File: config.mk
export PLATFORM = sky130hd
export DESIGN_NAME = srfl_ram
export DESIGN_NICKNAME = d
export VERILOG_FILES = /design/src/rtl/srfl_ram.sv
export SDC_FILE = /design/constraint.sdc
export NUM_CORES = 1
export LEC_CHECK = 0
export BUFFER_PORTS_ARGS = -buffer_cell sky130_fd_sc_hd__buf_2
export CAP_MARGIN = 20
export CORE_ASPECT_RATIO = 0.5
export CORE_UTILIZATION = 25
export DETAILED_ROUTE_END_ITERATION = 6
export PLACE_DENSITY_LB_ADDON = 0.1
export SKIP_LAST_GASP = 1
export SYNTH_ARGS = -nofsm -noshare
export SYNTH_HDL_FRONTEND = slang
export SYNTH_SLANG_ARGS = --single-unit
export TNS_END_PERCENT = 100
File: constraint.sdc
create_clock -name clk -period 3.8 [get_ports clk]
set_input_delay 0.76 -clock clk [delete_from_list [all_inputs] [get_ports clk]]
set_output_delay 0.76 -clock clk [all_outputs]
set_load 0.02 [all_outputs]
File: src/rtl/srfl_ram.sv
// Generic single write port, single read port RAM with registered read data.
module srfl_ram #(
    parameter int WIDTH = 8,
    parameter int DEPTH = 16
) (
    input  logic                     clk,
    input  logic                     we,
    input  logic [$clog2(DEPTH)-1:0] waddr,
    input  logic [WIDTH-1:0]         wdata,
    input  logic [$clog2(DEPTH)-1:0] raddr,
    output logic [WIDTH-1:0]         rdata
);

    logic [WIDTH-1:0] mem [DEPTH];

    always_ff @(posedge clk)
    begin
        if (we)
        begin
            mem[waddr] <= wdata;
        end
        rdata <= mem[raddr];
    end

endmodule

==> flow_summary.yaml, run 1 <==
sta:
  finalCriticalPeriod_ps: 2182
  hold_violations: 0
  setup_slack_ps: 1618
  worstMarginPinSlew_ps: 996.4
  setup_tns_ps: 0
  finClkSkew_ps: 5.756
  finalMaxSlewViolations: 0
  report.final.setup_viol: 0
  rsz0062_at_grt: "false"
  max_slew_margin: 0.3333
  max_freq_ghz: 0.4582
  min_period_over_period: 0.5743
synth:
  postSynthNetCount: 247
  ys_ff_latch: 136
  synth_seq_area_share: 0.7778
  syn_avg_cell_area_um2: 22.48
  synth_cell_types: 19
  ys_warn_count: 0
  postSynthCellCount: 229
  synthesis.area_um2: 5147
floorplan:
  coreArea_um2: 19820
  dieWidth_um: 204.9
  die_area_um2: 21200
  start_util: 0.2597
  die-height_um: 103.5
  num_rows: 36
  io_pins: 26
clock_tree:
  clockBufferDepth: 2
  tritoncts: "yes"
  cts_max_level: 4
  clkLatencyLatePin_ps: 410
  postCtsSetupRepairBufs: 0
  clkTransAtPathRegs_ps: 60
  cts.hold.buffers_added: 0
  numClockSinks: 136
  cts_resized: 0
  cts_buffers: 17
  clockRootBuffer: "clkbuf_16"
routing:
  vias: 2414
  postRouteWirelength_um: 11920
  routed_via_density: 4.381
  final_antenna_net_count: 0
  drt_iter0_drc: 215
  wl_per_cell_um: 21.63
  drc: 0
  dr.pass1.iters: 4
worst_setup_path:
  reg2reg_to: "rdata[1]"
  slowest_delay_ps: 620
  reg2reg_from: "mem[1][1]"
  crit_type: "in2reg"
  ff2ff_path_depth: 3
  cp.required_ps: 4070
  start_kind: "input port"
  slowest_stage: "buf_2"
  end_kind: "flop"
  worstPathArrival_ps: 2460
  reg2reg_slack_ps: 2330
  crit_fanout: 29
  worstPathCellList: "buf_2 > buf_4 > mux4_2 > a22oi_1 > nand2_1"
cells_and_area:
  n_antenna_cell: 0
  drive_gt1_frac: 0.2807
  final_area_um2: 6191
  syn_to_final_growth_pct: 20.27
  final_net_count: 290
  layout_commonest_cell: "edfxtp_1"
  final_cell_mix: "edfxtp_1 (128), buf_2 (25), mux4_2 (18)"
global_route:
  grt_pass1_wl_um: 17290
  grt_overflow_total: 0
  antenna_found_initial: 0
  grt.total_usage: 0.1222
  grt_max_degree: 33
  grt_pass1_vias: 2562
place:
  place_area_um2: 5599
  dpl_worst_slack_ps: 1170
  place_congestion: 0.6834
  dp_hpwl_um: 7298
  io_buffers: 25
min_path:
  min_to: "rdata[5]"
  worstHoldStart: "mem[12][5]"
  hold_path.class: "reg2reg"
  whs_path_depth: 3
flow_run:
  maxCapViolations: 0
pwr:
  worst_ir_drop_vdd_v: 0.0002410
  p_total_mw: 3.518
  power_density_nw_per_um2: 568.3
  leakage_nw: 2.031
outcome:
  status: "finished clean"
==> flip-flops by register name, summed over array words and instances (netlist names) <==
register and flops:
mem 128, rdata 8
==> where the power goes <==
group / switching, mW / total [mW] / leakage (nW) / internal (mW)
clock: 0.600 / 1.66 / 0.285 / 1.06
sequential: 0.0128 / 1.69 / 1.22 / 1.68
combinational: 0.105 / 0.169 / 0.522 / 0.0638
total: 0.718 / 3.52 / 2.03 / 2.80
==> layout make-up <==
type | instances | area, um2
sequential | 136 | 4004
timing repair buffer | 34 | 205.2
clock buffer | 22 | 464.2
clock inverter | 10 | 127.6
fill | 1919 | 13630
tap | 266 | 332.8
multi-input combinational | 83 | 1057
==> cells by family after synthesis <==
kind of cell	count (synthesis)	share of synthesized area
buffers and inverters	10	0.01677
DFF	136	0.7778
AOI/OAI and AO/OA	16	0.02334
muxes	32	0.1502
and+or+nand+nor	35	0.03184
==> per-layer routing <==
layer	vias to the layer above	routed length, um	global-route usage
li1	1060	-	-
met1	1300	6058	0.1692
met2	38	5359	0.1856
met3	16	336	0.02914
met4	0	162	0.05128
met5	-	0	0
==> Yosys cell counts <==
cell | count | area [um2]
edfxtp_1 | 128 | 3844
mux4_2 | 18 | 405.4
a22oi_1 | 16 | 120.1
mux4_1 | 14 | 367.9
nor2_1 | 13 | 48.80
nand2_1 | 9 | 33.78
dfxtp_1 | 8 | 160.2
nor3_1 | 4 | 20.02
buf_2 | 3 | 15.01
buf_6 | 3 | 33.78
clkdlybuf4s25_2 | 3 | 30.03
nand2b_1 | 2 | 12.51
nand3b_1 | 2 | 15.01
and2_1 | 1 | 6.260
and2b_1 | 1 | 7.510
buf_4 | 1 | 7.510
nand3_1 | 1 | 5.000
nor2b_1 | 1 | 6.260
or3b_2 | 1 | 8.760
==> worst max-delay path by stage <==
stage	startpoint	endpoint	slack (ps)	cells past startpoint
2_1_floorplan	waddr[2]	mem[0][0]	1550	2
3_3_place_gp	raddr[1]	rdata[6]	1210	5
3_5_place_dp	raddr[1]	rdata[6]	1170	5
4_1_cts	raddr[1]	rdata[6]	1610	5
5_1_grt	raddr[1]	rdata[6]	1570	5
6_report	raddr[1]	rdata[6]	1620	5
==> metrics by stage <==
stage	utilization	hold WS, ps	cells
5_1_grt	0.3124	730.8	551
3_5_place_dp	0.2825	675.5	519
3_3_place_gp	0.2825	662.7	519
2_1_floorplan	-	629.3	229
4_1_cts	0.3124	681.8	551
6_report	0.3124	676.6	551
==> worst max-delay path: cells and delay by family <==
kind,cells,cell delay [ps]
AOI/OAI and AO/OA,1,370
muxes,1,300
and+or+nand+nor,1,110
buffers and inverters,2,890
Power figures use the tool's default switching activity.
==> run 2, diff against run 1 <==
Clock period 3.8 ns to 2.2 ns, I/O delays scaled along.
==> run 2 against run 1 <==
Utilization up 0.45 points. Via count increased by 1.7%. First-iteration DRC count down 15%. Final cell count rose by 2.2%. Worst setup slack got worse by 1200 ps. Sequential cell count unchanged. Critical path depth unchanged. Non-clock buffer count rose by 12. Clock skew hardly changed. Cell area is 1.5% higher. Routed wire length is 2.9% higher. Critical endpoint is now rdata[5]. Highest routed layer unchanged.
==> flow_summary.yaml, run 2 (same netlist as run 1, synthesis figures left out) <==
worst_setup_path:
  reg2reg_from: "mem[1][5]"
  ff2ff_path_depth: 3
  worstPathCellList: "buf_2 > buf_4 > mux4_1 > a22oi_1 > nand2_1"
  slowest_stage: "mux4_1"
  reg2reg_to: "rdata[5]"
  end_kind: "flop"
  crit_type: "in2reg"
  start_kind: "input port"
  path_buf_inv: 2
  cpLargestDelayFamily: "multiplexers"
  reg2reg_slack_ps: 600
  cp.required_ps: 2470
  crit_fanout: 11
  worstPathArrival_ps: 2010
  slowest_delay_ps: 580
clock_tree:
  cts.hold.buffers_added: 0
  clkTransAtPathRegs_ps: 60
  cts_buffers: 17
  numClockSinks: 136
  postCtsSetupRepairBufs: 0
  clkLatencyLatePin_ps: 410
  clockBufferDepth: 2
  clockRootBuffer: "clkbuf_16"
  cts_max_level: 4
  cts_resized: 0
  tritoncts: "yes"
min_path:
  min_to: "mem[7][1]"
  worstHoldStart: "wdata[1]"
  whs_path_depth: 1
  hold_path.class: "in2reg"
floorplan:
  start_util: 0.2597
  die-height_um: 103.5
  dieWidth_um: 204.9
  die_area_um2: 21200
  num_rows: 36
  io_pins: 26
  coreArea_um2: 19820
sta:
  report.final.setup_viol: 0
  finalCriticalPeriod_ps: 1733
  finClkSkew_ps: 5.369
  worstMarginPinSlew_ps: 942.8
  finalMaxSlewViolations: 0
  min_period_over_period: 0.7878
  max_slew_margin: 0.3702
  hold_violations: 0
  rsz0062_at_grt: "false"
  max_freq_ghz: 0.5769
  setup_tns_ps: 0
global_route:
  grt_max_degree: 33
  antenna_found_initial: 0
  grt_pass1_wl_um: 17810
  grt_overflow_total: 0
  grt_pass1_vias: 2579
  grt.total_usage: 0.1254
cells_and_area:
  final_cell_mix: "edfxtp_1 (128), buf_2 (25), buf_4 (19)"
  seq_area_um2: 4004
  final_area_um2: 6281
  drive_gt1_frac: 0.3232
  final_net_count: 302
  layout_commonest_cell: "edfxtp_1"
  largestRegisters: "mem (128), rdata (8)"
  n_antenna_cell: 0
  nFillCells: 1930
  largest_reg_flops: 128
  largest_register: "mem"
  multi_input_area_um2: 1057
  syn_to_final_growth_pct: 22.02
routing:
  drc: 0
  postRouteWirelength_um: 12270
  drt_iter0_drc: 183
  wl_per_cell_um: 21.79
  dr.pass1.iters: 4
  final_antenna_net_count: 0
  vias: 2454
  routed_via_density: 4.359
outcome:
  status: "finished clean"
pwr:
  worst_ir_drop_vdd_v: 0.0004429
  leakage_nw: 2.090
  power_density_nw_per_um2: 953.4
  p_total_mw: 5.988
place:
  place_congestion: 0.7162
  place_area_um2: 5702
  dp_hpwl_um: 7745
  io_buffers: 25
flow_run:
  maxCapViolations: 0
run 2: cell count changes in the layout (fill, tap and decap cells not counted), sizes merged:
cell / delta
buf: +12
bufinv: -1
clkbuf: -5
clkinv: +3
clkinvlp: +1
inv: +2
run 2: layer usage:
layer	wire length, um	GRT usage	vias up
li1	-	-	1082
met1	6317	0.1772	1329
met2	5569	0.1926	33
met3	283	0.02694	10
met4	96	0.04274	0
met5	0	0	-
run 2: area by class of cell:
| cell class | count | area share |
|---|---|---|
| clock inverters | 15 | 0.02450 |
| flip-flops and latches | 136 | 0.6375 |
| clock buffers | 17 | 0.06773 |
| well taps | 266 | 0.05299 |
| repair buffers | 46 | 0.04900 |
| multi-input cells | 83 | 0.1683 |
run 2: report_power, final:
| part | internal (mW) | switching [mW] |
|---|---|---|
| registers | 2.90 | 0.0229 |
| clock network | 1.67 | 1.09 |
| logic | 0.120 | 0.188 |
run 2: per-stage QoR:
stage	hold WS [ps]	util	setup WS (ps)	std cells
floorplan	538.9	-	267.1	229
global route	428.9	0.3169	388.0	563
detailed placement	667.1	0.2877	32.30	531
global placement	657.6	0.2877	41.27	531
CTS	412.4	0.3169	466.7	563
finish	430.5	0.3169	466.7	563
run 2: worst register-to-register path, cell delays in order (launching register included):
cell and delay, ps:
edfxtp_1 360, mux4_1 500, a22oi_1 470, nand2_1 140
run 2: worst max path at each step:
stage	slack, ps	to	startpoint	cells after the start
after detailed placement	30	rdata[5]	raddr[0]	5
after global placement	40	rdata[5]	raddr[0]	5
after CTS	470	rdata[5]	raddr[0]	5
final	470	rdata[5]	raddr[0]	5
after global routing	390	rdata[5]	raddr[0]	5
after floorplan	270	mem[0][0]	waddr[2]	2
